File: config.mk
export PLATFORM = sky130hd
export DESIGN_NAME = sfbet_ctrl
export DESIGN_NICKNAME = d
export VERILOG_FILES = /design/src/design/sfbet_pkg.sv /design/src/design/sfbet_ctrl.sv
export SDC_FILE = /design/constraint.sdc
export NUM_CORES = 1
export LEC_CHECK = 0
export BUFFER_PORTS_ARGS = -buffer_cell sky130_fd_sc_hd__buf_2
export CORE_MARGIN = 2
export CORE_UTILIZATION = 50
export CTS_BUF_LIST = sky130_fd_sc_hd__clkbuf_4 sky130_fd_sc_hd__clkbuf_8
export DETAILED_ROUTE_END_ITERATION = 10
export PLACE_DENSITY = 0.74
export SLEW_MARGIN = 10
export SYNTH_ARGS = -nofsm -noshare
export SYNTH_HDL_FRONTEND = slang
export SYNTH_SLANG_ARGS = --single-unit
File: constraint.sdc
create_clock -name clock -period 4.08 [get_ports clock]
set_clock_uncertainty 0.05 [all_clocks]
set_input_delay 0.408 -clock clock [delete_from_list [all_inputs] [get_ports clock]]
set_output_delay 0.408 -clock clock [all_outputs]
set_load 0.005 [all_outputs]
File: src/design/sfbet_pkg.sv
// Shared types and constants for the spectral flux band energy tracker.
package sfbet_pkg;
   localparam int NumBinsDefault = 512;
   localparam logic [24:0] SumLimit = 25'd33553920;
   localparam logic [3:0] CsrLowFirst = 4'd0;
   localparam logic [3:0] CsrLowFinal = 4'd1;
   localparam logic [3:0] CsrMidFirst = 4'd2;
   localparam logic [3:0] CsrMidFinal = 4'd3;
   localparam logic [3:0] CsrHighFirst = 4'd4;
   localparam logic [3:0] CsrHighFinal = 4'd5;
   localparam logic [3:0] CsrAttack = 4'd6;
   localparam logic [3:0] CsrRelease = 4'd7;

   typedef struct packed {
      logic clear_run;
      logic bin_load;
      logic bin_go;
      logic smooth_go;
      logic [3:0] smooth_sel;
      logic kick_mul_go;
      logic kick_lo_go;
      logic kick_go;
      logic sums_clear;
      logic [2:0] emit_sel;
   } cmd_type;

   typedef struct packed {
      logic last_bin;
      logic clear_done;
   } stat_type;
endpackage

File: src/design/sfbet_ctrl.sv
// Controller state machine sequencing bins, smoothing and summary words.
module sfbet_ctrl (
   input  logic clock,
   input  logic reset,
   input  logic req_tvalid,
   output logic req_tready,
   output logic out_valid,
   input  logic out_ready,
   output logic [1:0] out_band,
   output logic out_last,
   input  sfbet_pkg::stat_type stat,
   output sfbet_pkg::cmd_type cmd
);
   import sfbet_pkg::*;
   typedef enum logic [2:0] {ClearSt, IdleSt, ReadSt, BinSt, WaitSt, SmoothSt, EmitSt}
      state_type;
   state_type state_ff;
   logic [3:0] step_ff;
   logic valid_ff, last_ff;
   logic [1:0] band_ff;

   assign req_tready = (state_ff == IdleSt) && !valid_ff;
   assign out_valid = valid_ff;
   assign out_band = band_ff;
   assign out_last = last_ff;

   always_comb begin
      cmd = '0;
      cmd.clear_run = (state_ff == ClearSt);
      cmd.bin_load = req_tvalid && req_tready;
      cmd.bin_go = (state_ff == BinSt);
      if (state_ff == SmoothSt) begin
         unique case (step_ff)
            4'd0: begin cmd.smooth_go = 1'b1; cmd.smooth_sel = 4'b0000; end
            4'd1: begin cmd.smooth_go = 1'b1; cmd.smooth_sel = 4'b0100; end
            4'd2: begin cmd.smooth_go = 1'b1; cmd.smooth_sel = 4'b1101; end
            4'd3: begin cmd.smooth_go = 1'b1; cmd.smooth_sel = 4'b1001; end
            4'd4: begin cmd.smooth_go = 1'b1; cmd.smooth_sel = 4'b1110; end
            4'd5: begin cmd.smooth_go = 1'b1; cmd.smooth_sel = 4'b1010; end
            4'd6: begin cmd.smooth_go = 1'b1; cmd.smooth_sel = 4'b1111; end
            4'd7: begin cmd.smooth_go = 1'b1; cmd.smooth_sel = 4'b1011; end
            4'd8: cmd.kick_mul_go = 1'b1;
            4'd9: cmd.kick_lo_go = 1'b1;
            4'd10: cmd.kick_go = 1'b1;
            default: ;
         endcase
      end
      if (state_ff == EmitSt && (!valid_ff || out_ready))
         cmd.emit_sel = {1'b1, step_ff[1:0]};
      if (state_ff == EmitSt && (!valid_ff || out_ready) && step_ff[1:0] == 2'd3)
         cmd.sums_clear = 1'b1;
   end

   always_ff @(posedge clock) begin
      if (reset) begin
         state_ff <= ClearSt;
         step_ff <= '0;
         valid_ff <= 1'b0;
         last_ff <= 1'b0;
         band_ff <= '0;
      end else begin
         if (valid_ff && out_ready && state_ff != EmitSt) valid_ff <= 1'b0;
         unique case (state_ff)
            ClearSt: if (stat.clear_done) state_ff <= IdleSt;
            IdleSt: if (req_tvalid && !valid_ff) state_ff <= ReadSt;
            ReadSt: state_ff <= BinSt;
            BinSt: begin
               valid_ff <= 1'b1;
               band_ff <= 2'd0;
               last_ff <= !stat.last_bin;
               step_ff <= '0;
               state_ff <= stat.last_bin ? SmoothSt : IdleSt;
            end
            SmoothSt: begin
               step_ff <= step_ff + 1'b1;
               if (step_ff == 4'd10) begin
                  step_ff <= '0;
                  state_ff <= EmitSt;
               end
            end
            EmitSt: if (!valid_ff || out_ready) begin
               valid_ff <= 1'b1;
               band_ff <= step_ff[1:0];
               last_ff <= (step_ff[1:0] == 2'd3);
               step_ff <= step_ff + 1'b1;
               if (step_ff[1:0] == 2'd3) state_ff <= IdleSt;
            end
            default: state_ff <= IdleSt;
         endcase
      end
   end
endmodule

==> results of run 1 <==
[stage by stage]
stage | cell area [um^2] | hold slack [ns]
2_1_floorplan | 835 | 0.416
3_3_place_gp | 958 | 0.410
3_5_place_dp | 958 | 0.423
4_1_cts | 986 | 0.367
5_1_grt | 986 | 0.399
6_report | 986 | 0.375
[area by class of cell]
type	instances	area, um^2
clock buffers	3	22.5
clock inverters	1	5.00
fillers	154	556
inverters	10	37.5
multi-input cells	82	556
flip-flops and latches	11	220
well taps	16	20.0
repair buffers	25	125
[worst paths after layout]
| path | slack [ns] | cells after the start | from | to |
|---|---|---|---|---|
| setup / recovery | 1.87 | 5 | state_ff[2]$_SDFFE_PP0P_ | cmd[9] |
| hold reg to reg | 0.44 | 2 | out_last$_SDFFE_PP0P_ | out_last$_SDFFE_PP0P_ |
| setup reg to reg | 2.26 | 4 | state_ff[2]$_SDFFE_PP0P_ | step_ff[3]$_SDFFE_PP0P_ |
| hold / removal | 0.38 | 2 | reset | out_last$_SDFFE_PP0P_ |
[power by group through the flow]
stage               sequential, mW  combinational [mW]  clock (mW)
floorplan                    0.125              0.0901           0
global route                 0.139               0.115      0.0833
finish                       0.136               0.102      0.0783
CTS                          0.136               0.102      0.0797
detailed placement           0.139               0.101           0
global placement             0.138              0.0993           0
[sequential cells by signal (all words and copies together), names as in the netlist]
register	flops
state_ff	3
out_band	2
step_ff	4
out_valid	1
out_last	1
[cells in the mapped netlist, drive strengths merged, types with 2 or more instances]
cell type  number
ha              4
buf             3
nand3           2
nand2b          7
a21oi          13
nand2           2
nor2           10
nor3            5
nor2b           4
nand3b          2
o21ai           7
or3             2
o32ai           2
and2            3
inv            10
dfxtp          11
[worst max-delay path: stages (launching register included)]
cell and delay (ns):
dfxtp_1 0.61, nand3b_4 0.14, or2_1 0.26, a31oi_1 0.21, and2_1 0.15, buf_2 0.10
[cell families after synthesis]
family,after synthesis,share of synthesized area [%]
and+or+nand+nor,45,33.6
AOI/OAI and AO/OA,32,25.8
adders and majority gates,4,6.00
muxes,1,1.20
buffers and inverters,14,7.05
DFF,11,26.4
[cells in the final DEF (no fill, tap or decap), drive strengths merged, types with 2 or more instances in the layout]
cell type / instances
o32ai: 2
dfxtp: 11
a21oi: 13
ha: 4
clkbuf: 3
o21ai: 7
buf: 25
or3: 2
nand2b: 7
nor2: 10
nand3b: 2
nor2b: 4
nor3: 5
nand2: 2
nand3: 2
inv: 10
and2: 3
[per-layer routing]
| metal | part of all wire [%] | up-vias |
|---|---|---|
| li1 | - | 430 |
| met1 | 49 | 379 |
| met2 | 44 | 28 |
| met3 | 5.5 | 4 |
| met4 | 1.9 | 0 |
| met5 | 0 | - |
==> reports/metrics.json, run 1 <==
{
  "yosys_register_bits": {"value": 11},
  "final-hold-violation-count": {"value": 0},
  "leakage": {"value": 0.469, "unit": "nW"},
  "fp.dieW": {"value": 44.9, "unit": "um"},
  "clock_sinks": {"value": 11},
  "num_antenna_cells": {"value": 0},
  "placer_congestion": {"value": 0.859},
  "crit_required": {"value": 3.62, "unit": "ns"},
  "rsz0062_at_grt": {"value": "no"},
  "die_h": {"value": 44.9, "unit": "um"},
  "route.detailed.vias_per_inst": {"value": 5.68},
  "pwr_density_cell": {"value": 321, "unit": "mW/mm^2"},
  "dr.pass1.iters": {"value": 4},
  "grt_overflow_total": {"value": 0},
  "post_synth.cell_area_avg": {"value": 7.80, "unit": "um^2"},
  "final_core_util": {"value": 64.0, "unit": "%"},
  "power.switching": {"value": 0.118, "unit": "mW"},
  "final_std_cells_w_o_fill": {"value": 148},
  "grt_start_max_net_pins": {"value": 14},
  "global_route.usage.total": {"value": 21.9, "unit": "%"},
  "report.final.slew_viol_count": {"value": 0},
  "synth_ff_type": {"value": "dfxtp_1"},
  "dp.cells": {"value": 144},
  "worst_slew_margin_rel": {"value": 69.5, "unit": "%"},
  "grt_use_met3": {"value": 2.40, "unit": "%"},
  "busiest_layer": {"value": "met2"},
  "synth_fp_nets": {"value": 117},
  "clock_network_power_share": {"value": 24.7, "unit": "%"},
  "wire_length_of_the_first_global_routing_pass": {"value": 3.22, "unit": "mm"},
  "setup_violations": {"value": 0},
  "design_power_total": {"value": 0.317, "unit": "mW"},
  "worstMarginPinSlew": {"value": 0.456, "unit": "ns"},
  "cts_setup_buffers": {"value": 0},
  "initial_utilization": {"value": 54.1, "unit": "%"},
  "cts_repair_resize_count": {"value": 0},
  "layout_setup_ws": {"value": 1.87, "unit": "ns"},
  "synth-edff-count": {"value": 0},
  "worstSetupStartpointType": {"value": "flip-flop"},
  "path_clk_slew": {"value": 0.08, "unit": "ns"},
  "cts_buf_count": {"value": 3},
  "fmax": {"value": 452, "unit": "MHz"},
  "hold_path.class": {"value": "in -> reg"},
  "syn_warnings": {"value": 0},
  "ctsHoldBuffers": {"value": 0},
  "cell_int_power": {"value": 0.199, "unit": "mW"},
  "timing.setup.critical_path_class": {"value": "reg -> out"},
  "syn-instance-count": {"value": 107},
  "maxCapViolCount": {"value": 0},
  "h_tree_depth_reported_by_cts": {"value": 1},
  "ys_types": {"value": 41},
  "vdd_ir_drop_max": {"value": 213, "unit": "uV"},
  "wl": {"value": 1.92, "unit": "mm"},
  "gr-usage-met2": {"value": 36.5, "unit": "%"},
  "hpwl": {"value": 1.46, "unit": "mm"},
  "critical_path_endpoint_category": {"value": "output pin"},
  "post_synth_instance_area": {"value": 835, "unit": "um^2"},
  "routed-via-count": {"value": 841},
  "remaining_antenna_violation_count": {"value": 0},
  "post_route_cells_drive_above_1_share": {"value": 27.3, "unit": "%"},
  "cp.arrival": {"value": 1.75, "unit": "ns"},
  "setup_total_negative_slack": {"value": 0, "unit": "ns"},
  "area_delta_synth_final": {"value": 18.1, "unit": "%"},
  "post-synth-top-area-fraction": {"value": 26.4, "unit": "%"},
  "pre_cts_slack": {"value": 2.19, "unit": "ns"},
  "cts_max_path_buffers": {"value": 2},
  "power.share.combinational": {"value": 32.2, "unit": "%"},
  "grt_util_met1": {"value": 28.0, "unit": "%"},
  "switching_share": {"value": 37.1, "unit": "%"},
  "status": {"value": "finished, final reports clean"},
  "post_synth_main_area_contributors": {"value": "dfxtp_1 (26%), a21oi_1 (7.8%), ha_1 (6.0%)"},
  "grt_pass1_vias": {"value": 761},
  "rows": {"value": 14},
  "fp.dieArea": {"value": 0.00201, "unit": "mm^2"},
  "async_reset_ff_share": {"value": 0, "unit": "%"},
  "core-area": {"value": 0.00154, "unit": "mm^2"},
  "netlist.top_cell.by_area": {"value": "dfxtp_1"},
  "ios": {"value": 26},
  "power_frac_seq": {"value": 43.1, "unit": "%"},
  "drc_violation_count_after_routing": {"value": 0},
  "wl_per_cell": {"value": 13.0, "unit": "um"},
  "insertion_delay": {"value": 0.28, "unit": "ns"},
  "cts_tree": {"value": "done"},
  "finalWorstPathRequiredPeriod": {"value": 2.21, "unit": "ns"},
  "synth.yosys.seq_area_share": {"value": 26.4, "unit": "%"},
  "final_nets": {"value": 143},
  "port_buffers": {"value": 25},
  "detail_route.iter0.violations": {"value": 17},
  "timing.critical_path.fanout_max": {"value": 13},
  "timing.final.crit_share": {"value": 54.2, "unit": "%"},
  "cts_root_buffer": {"value": "clkbuf_4"},
  "number_of_antenna_violations_at_the_first_check_in_global_routing": {"value": 0}
}
Note: power is estimated with default switching activity, not from simulation.
==> run 2: changes to the inputs <==
--- a/config.mk
+++ b/config.mk
@@ -5,12 +5,13 @@
 export SDC_FILE = /design/constraint.sdc
 export NUM_CORES = 1
 export LEC_CHECK = 0
+export ABC_AREA = 1
 export BUFFER_PORTS_ARGS = -buffer_cell sky130_fd_sc_hd__buf_2
 export CORE_MARGIN = 2
-export CORE_UTILIZATION = 50
+export CORE_UTILIZATION = 46
 export CTS_BUF_LIST = sky130_fd_sc_hd__clkbuf_4 sky130_fd_sc_hd__clkbuf_8
 export DETAILED_ROUTE_END_ITERATION = 10
-export PLACE_DENSITY = 0.74
+export PLACE_DENSITY = 0.72
 export SLEW_MARGIN = 10
 export SYNTH_ARGS = -nofsm -noshare
 export SYNTH_HDL_FRONTEND = slang
==> constraint.sdc (replaced) <==
create_clock -name clock -period 1.8 [get_ports clock]
set_clock_uncertainty 0.05 [all_clocks]
set_input_delay 0.18 -clock clock [delete_from_list [all_inputs] [get_ports clock]]
set_output_delay 0.18 -clock clock [all_outputs]
set_load 0.005 [all_outputs]
==> reports/metrics.json, run 2 <==
{
  "maxCapViolCount": {"value": 0, "change": "unchanged"},
  "leakage": {"value": 0.503, "unit": "nW", "change": "+7.3%"},
  "port_buffers": {"value": 25, "change": "unchanged"},
  "most-common-layout-cells": {"value": "nand2_1 (31), buf_2 (25), nor2_1 (20)"},
  "hp-start": {"value": "reset"},
  "min_path_cells": {"value": 2, "change": "unchanged"},
  "report.final.slew_viol_count": {"value": 0, "change": "unchanged"},
  "path_cells": {"value": "inv_2 > ha_2 > nor2_2 > nand3_1 > nand2_1 > a21oi_1 > buf_2"},
  "dr.pass1.iters": {"value": 4, "change": "unchanged"},
  "layout_setup_ws": {"value": 0.0987, "unit": "ns", "change": "-1.77 ns"},
  "final_common_cell": {"value": "nand2_1"},
  "worst_slew_margin_rel": {"value": 80.5, "unit": "%", "change": "+11 points"},
  "wl": {"value": 1.79, "unit": "mm", "change": "-6.9%"},
  "cts_tree": {"value": "done"},
  "drc_violation_count_after_routing": {"value": 0, "change": "unchanged"},
  "post_route_cells_drive_above_1_share": {"value": 30.6, "unit": "%", "change": "+3.3 points"},
  "ios": {"value": 26, "change": "unchanged"},
  "cp-startpoint": {"value": "step_ff[0]$_SDFFE_PP0P_"},
  "async_reset_ff_share": {"value": 0, "unit": "%", "change": "unchanged"},
  "initial_utilization": {"value": 47.8, "unit": "%", "change": "-6.3 points"},
  "post-synth-top-area-fraction": {"value": 27.6, "unit": "%", "change": "+1.2 points"},
  "rows": {"value": 15, "change": "+1"},
  "grt_start_max_net_pins": {"value": 10, "change": "-4"},
  "h_tree_depth_reported_by_cts": {"value": 1, "change": "unchanged"},
  "path_clk_slew": {"value": 0.07, "unit": "ns", "change": "about the same"},
  "cts_buf_count": {"value": 3, "change": "unchanged"},
  "timing.critical_path.to": {"value": "cmd[10]"},
  "wire_length_of_the_first_global_routing_pass": {"value": 2.88, "unit": "mm", "change": "-11%"},
  "routed-via-count": {"value": 874, "change": "+3.9%"},
  "yosys_register_bits": {"value": 11, "change": "unchanged"},
  "insertion_delay": {"value": 0.27, "unit": "ns", "change": "about the same"},
  "synthMostInstantiatedCell": {"value": "nand2_1"},
  "remaining_antenna_violation_count": {"value": 0, "change": "unchanged"},
  "worst_r2r_startpoint": {"value": "step_ff[0]$_SDFFE_PP0P_"},
  "dp.cells": {"value": 170, "change": "+18%"},
  "netlist.top_cell.by_area": {"value": "dfxtp_1"},
  "num-fill-cells": {"value": 181, "change": "+18%"},
  "die_h": {"value": 45.7, "unit": "um", "change": "+1.8%"},
  "number_of_antenna_violations_at_the_first_check_in_global_routing": {"value": 0, "change": "unchanged"},
  "timing.final.crit_share": {"value": 94.5, "unit": "%"},
  "final-hold-violation-count": {"value": 0, "change": "unchanged"},
  "cts_root_buffer": {"value": "clkbuf_4"},
  "crit_family": {"value": "flip-flops"},
  "ff2ff_setup_slack": {"value": 0.37, "unit": "ns", "change": "-1.89 ns"},
  "clock_sinks": {"value": 11, "change": "unchanged"},
  "ys_types": {"value": 23, "change": "-44%"},
  "wl_per_cell": {"value": 10.3, "unit": "um", "change": "-21%"},
  "fmax": {"value": 588, "unit": "MHz"},
  "worstSetupStartpointType": {"value": "flip-flop"},
  "synth_ff_type": {"value": "dfxtp_1"},
  "timing.setup.critical_path_class": {"value": "reg -> out"},
  "hold_path.class": {"value": "in -> reg"},
  "num_antenna_cells": {"value": 0, "change": "unchanged"},
  "synth-edff-count": {"value": 0, "change": "unchanged"},
  "post_synth_instance_area": {"value": 798, "unit": "um^2", "change": "-4.3%"},
  "vdd_ir_drop_max": {"value": 393, "unit": "uV", "change": "+85%"},
  "fp.dieW": {"value": 45.7, "unit": "um", "change": "+1.8%"},
  "finalWorstPathRequiredPeriod": {"value": 1.70, "unit": "ns"},
  "hold_slack": {"value": 0.101, "unit": "ns", "change": "-0.275 ns"},
  "hpwl": {"value": 1.47, "unit": "mm", "change": "+0.68%"},
  "syn_warnings": {"value": 0, "change": "unchanged"},
  "fp.dieArea": {"value": 0.00208, "unit": "mm^2", "change": "+3.6%"},
  "critical_path_endpoint_category": {"value": "output pin"},
  "final_std_cells_w_o_fill": {"value": 174, "change": "+18%"},
  "core-area": {"value": 0.00167, "unit": "mm^2", "change": "+8.4%"},
  "status": {"value": "finished, final reports clean"},
  "pre_cts_slack": {"value": 0.276, "unit": "ns", "change": "-1.91 ns"},
  "regArea": {"value": 221, "unit": "um^2", "change": "+0.57%"},
  "cp.arrival": {"value": 1.47, "unit": "ns", "change": "-0.28 ns"},
  "depth_of_the_critical_timing_path_with_buffers_and_inverters_included": {"value": 7, "change": "+2"},
  "crit_required": {"value": 1.57, "unit": "ns", "change": "-2.05 ns"},
  "global_route.usage.total": {"value": 19.2, "unit": "%", "change": "-2.7 points"},
  "post_synth.cell_area_avg": {"value": 6.19, "unit": "um^2", "change": "-21%"},
  "detail_route.iter0.violations": {"value": 15, "change": "-2"},
  "setup_violations": {"value": 0, "change": "unchanged"},
  "rsz0062_at_grt": {"value": "no"},
  "placer_congestion": {"value": 0.840, "change": "-2.2%"},
  "timing.critical_path.fanout_max": {"value": 5, "change": "-8"},
  "synth_fp_nets": {"value": 139, "change": "+19%"},
  "synth.yosys.seq_area_share": {"value": 27.6, "unit": "%", "change": "+1.2 points"},
  "cts_max_path_buffers": {"value": 2, "change": "unchanged"},
  "final_nets": {"value": 168, "change": "+17%"},
  "area_delta_synth_final": {"value": 22.4, "unit": "%"},
  "regMostFlops": {"value": "step_ff"},
  "syn-instance-count": {"value": 129, "change": "+21%"},
  "worstMarginPinSlew": {"value": 0.292, "unit": "ns", "change": "-0.165 ns"},
  "pwr_density_cell": {"value": 603, "unit": "mW/mm^2", "change": "+88%"},
  "regToRegEndpoint": {"value": "state_ff[0]$_SDFFE_PP0P_"},
  "timing.reg2reg.worst_path_depth": {"value": 8, "change": "+4"},
  "grt_overflow_total": {"value": 0, "change": "unchanged"},
  "setup_total_negative_slack": {"value": 0, "unit": "ns", "change": "unchanged"},
  "cp_max_stage_delay": {"value": 0.39, "unit": "ns", "change": "-0.22 ns"},
  "netlist_top_cells_count": {"value": "nand2_1 (31), nor2_1 (21), inv_1 (15)"},
  "design_power_total": {"value": 0.589, "unit": "mW", "change": "+86%"},
  "grt_pass1_vias": {"value": 733, "change": "-3.7%"},
  "worst_path_max_delay_cell": {"value": "dfxtp_1"},
  "flip_flop_count_of_the_largest_register_after_layout": {"value": 4, "change": "unchanged"},
  "timing.critical_path.buf_inv": {"value": 2, "change": "+1"},
  "post_synth_main_area_contributors": {"value": "dfxtp_1 (28%), nand2_1 (15%), nor2_1 (9.9%)"},
  "route.detailed.vias_per_inst": {"value": 5.02, "change": "-12%"},
  "area_of_the_multi_input_gates": {"value": 500, "unit": "um^2", "change": "-9.9%"}
}
-- run 2: cell types whose count changed after synthesis, sizes merged, moves of 3 or more --
| cell | delta |
|---|---|
| nand2 | +32 |
| nor2 | +16 |
| inv | +10 |
| nand2b | -7 |
| nand3 | +7 |
| a21oi | -6 |
| nor2b | -4 |
| buf | -3 |
-- run 2: final cells by class --
type | instances | area share (%)
Clock buffer | 4 | 3.07
Inverter | 21 | 8.07
Multi-Input combinational cell | 96 | 51.2
Sequential cell | 11 | 22.7
Tap cell | 17 | 2.18
Timing Repair Buffer | 25 | 12.8
-- run 2: worst min path at each step --
stage	end	slack (ns)
after floorplan	out_band[0]$_SDFFE_PP0P_	0.20
after global placement	out_band[1]$_SDFFE_PP0P_	0.39
after detailed placement	out_band[0]$_SDFFE_PP0P_	0.40
after CTS	out_band[0]$_SDFFE_PP0P_	0.10
after global routing	state_ff[2]$_SDFFE_PP0P_	0.10
final	state_ff[2]$_SDFFE_PP0P_	0.10
-- run 2: power breakdown --
group	total (mW)	switching, mW	internal (mW)
clock network	0.189	0.0879	0.101
logic	0.126	0.0744	0.0517
registers	0.274	0.0191	0.255
-- run 2: kinds of logic (layout without fill, tap and decap cells) --
logic type | after synthesis | count (layout) | synth area share [%]
buffers and inverters | 22 | 50 | 10.3
AOI/OAI and AO/OA | 16 | 16 | 10.5
DFF | 11 | 11 | 27.6
and+or+nand+nor | 76 | 76 | 45.3
adders and majority gates | 4 | 4 | 6.27
-- run 2: repair_timing --
item / in CTS / in global routing
resized for setup: 2 / 2
setup endpoints to repair: 2 / 3
buffers inserted: 0 / 0
hold buffers: 0 / 0
-- run 2: metrics by stage --
step                      util [%]  cell area [um^2]
after floorplan                  -               798
after global placement        56.3               941
after detailed placement      56.3               941
after CTS                     58.4               976
after global routing          58.5               977
final                         58.5               977
-- run 2: metal layers --
layer,vias to the layer above,track usage (%),wire (um)
met5,-,0,0
met4,0,11.2,44
met3,6,5.16,73
met2,16,33.0,906
met1,392,21.0,763
li1,460,-,-
==> run 3: changes to the inputs <==
--- a/config.mk
+++ b/config.mk
@@ -11,7 +11,7 @@
 export CORE_UTILIZATION = 46
 export CTS_BUF_LIST = sky130_fd_sc_hd__clkbuf_4 sky130_fd_sc_hd__clkbuf_8
 export DETAILED_ROUTE_END_ITERATION = 10
-export PLACE_DENSITY = 0.72
+export PLACE_DENSITY = 0.75
 export SLEW_MARGIN = 10
 export SYNTH_ARGS = -nofsm -noshare
 export SYNTH_HDL_FRONTEND = slang
==> reports/metrics.json, run 3 (synthesized netlist as in run 2, its figures left out) <==
{
  "h_tree_depth_reported_by_cts": {"value": 1, "change": "unchanged"},
  "initial_utilization": {"value": 47.8, "unit": "%", "change": "unchanged"},
  "cell_int_power": {"value": 0.409, "unit": "mW", "change": "+0.33%"},
  "placement.cell_area": {"value": 941, "unit": "um^2", "change": "unchanged"},
  "power_frac_seq": {"value": 45.9, "unit": "%", "change": "-0.6 points"},
  "ff2ff_setup_slack": {"value": 0.34, "unit": "ns", "change": "-0.03 ns"},
  "crit_required": {"value": 1.57, "unit": "ns", "change": "about the same"},
  "clock_sinks": {"value": 11, "change": "unchanged"},
  "cts_setup_buffers": {"value": 0, "change": "unchanged"},
  "switching_share": {"value": 31.5, "unit": "%", "change": "+0.77 points"},
  "ctsHoldBuffers": {"value": 0, "change": "unchanged"},
  "vdd_ir_drop_max": {"value": 408, "unit": "uV", "change": "+3.6%"},
  "critical_path_endpoint_category": {"value": "output pin"},
  "ios": {"value": 26, "change": "unchanged"},
  "cts_root_buffer": {"value": "clkbuf_4"},
  "layout_setup_ws": {"value": 0.135, "unit": "ns", "change": "+0.0359 ns"},
  "fmax": {"value": 600, "unit": "MHz", "change": "+2.2%"},
  "drc_violation_count_after_routing": {"value": 0, "change": "unchanged"},
  "detail_route.iter0.violations": {"value": 13, "change": "-2"},
  "insertion_delay": {"value": 0.28, "unit": "ns", "change": "about the same"},
  "pwr_density_cell": {"value": 608, "unit": "mW/mm^2", "change": "+0.81%"},
  "fp.dieArea": {"value": 0.00208, "unit": "mm^2", "change": "unchanged"},
  "remaining_antenna_violation_count": {"value": 0, "change": "unchanged"},
  "fp.dieW": {"value": 45.7, "unit": "um", "change": "unchanged"},
  "grt_overflow_total": {"value": 0, "change": "unchanged"},
  "final-hold-violation-count": {"value": 0, "change": "unchanged"},
  "cts_buf_count": {"value": 3, "change": "unchanged"},
  "report.final.slew_viol_count": {"value": 0, "change": "unchanged"},
  "flip_flop_count_of_the_largest_register_after_layout": {"value": 4, "change": "unchanged"},
  "num-fill-cells": {"value": 168, "change": "-7.2%"},
  "finalWorstPathRequiredPeriod": {"value": 1.67, "unit": "ns", "change": "-0.0359 ns"},
  "cts_max_path_buffers": {"value": 2, "change": "unchanged"},
  "route.detailed.vias_per_inst": {"value": 5.19, "change": "+3.3%"},
  "global_route.usage.total": {"value": 20.9, "unit": "%", "change": "+1.7 points"},
  "core-area": {"value": 0.00167, "unit": "mm^2", "change": "unchanged"},
  "worst_slew_margin_rel": {"value": 80.6, "unit": "%", "change": "about the same"},
  "final_nets": {"value": 168, "change": "unchanged"},
  "maxCapViolCount": {"value": 0, "change": "unchanged"},
  "timing.setup.critical_path_class": {"value": "reg -> out"},
  "power.share.combinational": {"value": 21.4, "unit": "%", "change": "about the same"},
  "placer_congestion": {"value": 0.857, "change": "+2.0%"},
  "timing.critical_path.fanout_max": {"value": 5, "change": "unchanged"},
  "most-common-layout-cells": {"value": "nand2_1 (31), buf_2 (25), nor2_1 (20)"},
  "die_h": {"value": 45.7, "unit": "um", "change": "unchanged"},
  "worstMarginPinSlew": {"value": 0.291, "unit": "ns", "change": "-0.000792 ns"},
  "port_buffers": {"value": 25, "change": "unchanged"},
  "routed-via-count": {"value": 903, "change": "+3.3%"},
  "status": {"value": "finished, final reports clean"},
  "clock_network_power_share": {"value": 32.6, "unit": "%", "change": "+0.5 points"},
  "grt_start_max_net_pins": {"value": 10, "change": "unchanged"},
  "final_common_cell": {"value": "nand2_1"},
  "cts_repair_resize_count": {"value": 0, "change": "-2"},
  "rows": {"value": 15, "change": "unchanged"},
  "hpwl": {"value": 1.48, "unit": "mm", "change": "+0.52%"},
  "cts_tree": {"value": "done"},
  "cp.arrival": {"value": 1.44, "unit": "ns", "change": "-0.03 ns"},
  "worstSetupStartpointType": {"value": "flip-flop"},
  "num_antenna_cells": {"value": 0, "change": "unchanged"},
  "leakage": {"value": 0.505, "unit": "nW", "change": "+0.34%"},
  "setup_violations": {"value": 0, "change": "unchanged"},
  "power.switching": {"value": 0.189, "unit": "mW", "change": "+4.0%"},
  "path_clk_slew": {"value": 0.08, "unit": "ns", "change": "about the same"},
  "wl": {"value": 1.91, "unit": "mm", "change": "+6.9%"},
  "grt_pass1_vias": {"value": 778, "change": "+6.1%"},
  "finalInstanceArea": {"value": 983, "unit": "um^2", "change": "+0.64%"},
  "post_route_cells_drive_above_1_share": {"value": 32.5, "unit": "%", "change": "+1.9 points"},
  "rsz0062_at_grt": {"value": "no"},
  "area_delta_synth_final": {"value": 23.2, "unit": "%"},
  "final_core_util": {"value": 58.9, "unit": "%", "change": "+0.37 points"},
  "regMostFlops": {"value": "step_ff"},
  "timing.final.crit_share": {"value": 92.5, "unit": "%", "change": "-2.0 points"},
  "design_power_total": {"value": 0.598, "unit": "mW", "change": "+1.5%"},
  "number_of_antenna_violations_at_the_first_check_in_global_routing": {"value": 0, "change": "unchanged"},
  "setup_total_negative_slack": {"value": 0, "unit": "ns", "change": "unchanged"},
  "dr.pass1.iters": {"value": 4, "change": "unchanged"},
  "wl_per_cell": {"value": 11.0, "unit": "um", "change": "+6.9%"},
  "hold_path.class": {"value": "in -> reg"},
  "pre_cts_slack": {"value": 0.294, "unit": "ns", "change": "+0.0180 ns"},
  "wire_length_of_the_first_global_routing_pass": {"value": 3.06, "unit": "mm", "change": "+6.2%"}
}
-- run 3: changes by cell type in the layout (fill, tap and decap cells not counted) --
cell     before  now
inv_1        14   13
a22oi_1       1    0
dfxtp_1      10    9
inv_2         6    7
dfxtp_2       1    2
a22oi_2       0    1
-- run 3: worst paths after layout --
check                                start                  endpoint  cells after the start
setup / recovery   step_ff[0]$_SDFFE_PP0P_                   cmd[10]                      7
hold / removal                       reset  state_ff[0]$_SDFFE_PP0P_                      2
setup reg to reg   step_ff[0]$_SDFFE_PP0P_   step_ff[3]$_SDFFE_PP0P_                      7
hold reg to reg   out_band[0]$_SDFFE_PP0P_  out_band[0]$_SDFFE_PP0P_                      2
-- run 3: area by class of cell --
cell class,instances,area (um^2),share of cell area [%]
flip-flops and latches,11,223,22.6
well taps,17,21.3,2.16
repair buffers,25,125,12.7
clock buffers,4,30.0,3.05
multi-input cells,96,505,51.4
inverters,21,78.8,8.02
-- run 3: per-stage QoR --
stage	hold WS, ns	cells
CTS	0.0825	174
global placement	0.386	170
detailed placement	0.385	170
finish	0.0854	174
floorplan	0.199	129
global route	0.0752	174
-- run 3: per-layer routing --
metal	up-vias	wire [um]	track usage, %
met5	-	0	0
met4	0	39	11.8
met3	5	40	5.95
met2	11	1050	36.1
met1	424	781	22.6
li1	463	-	-
-- run 3: power by group through the flow --
stage	clock [mW]	sequential [mW]	combinational [mW]
after floorplan	0	0.277	0.0882
after global placement	0	0.279	0.123
after detailed placement	0	0.280	0.125
after CTS	0.199	0.274	0.126
after global routing	0.217	0.277	0.147
final	0.195	0.275	0.128
-- run 3: critical path, cell delays in order, from the launching register on --
cell	delay [ns]
dfxtp_2	0.37
inv_2	0.07
ha_2	0.21
nor2_2	0.13
nand3_1	0.10
nand2_1	0.09
a21oi_1	0.06
buf_2	0.12
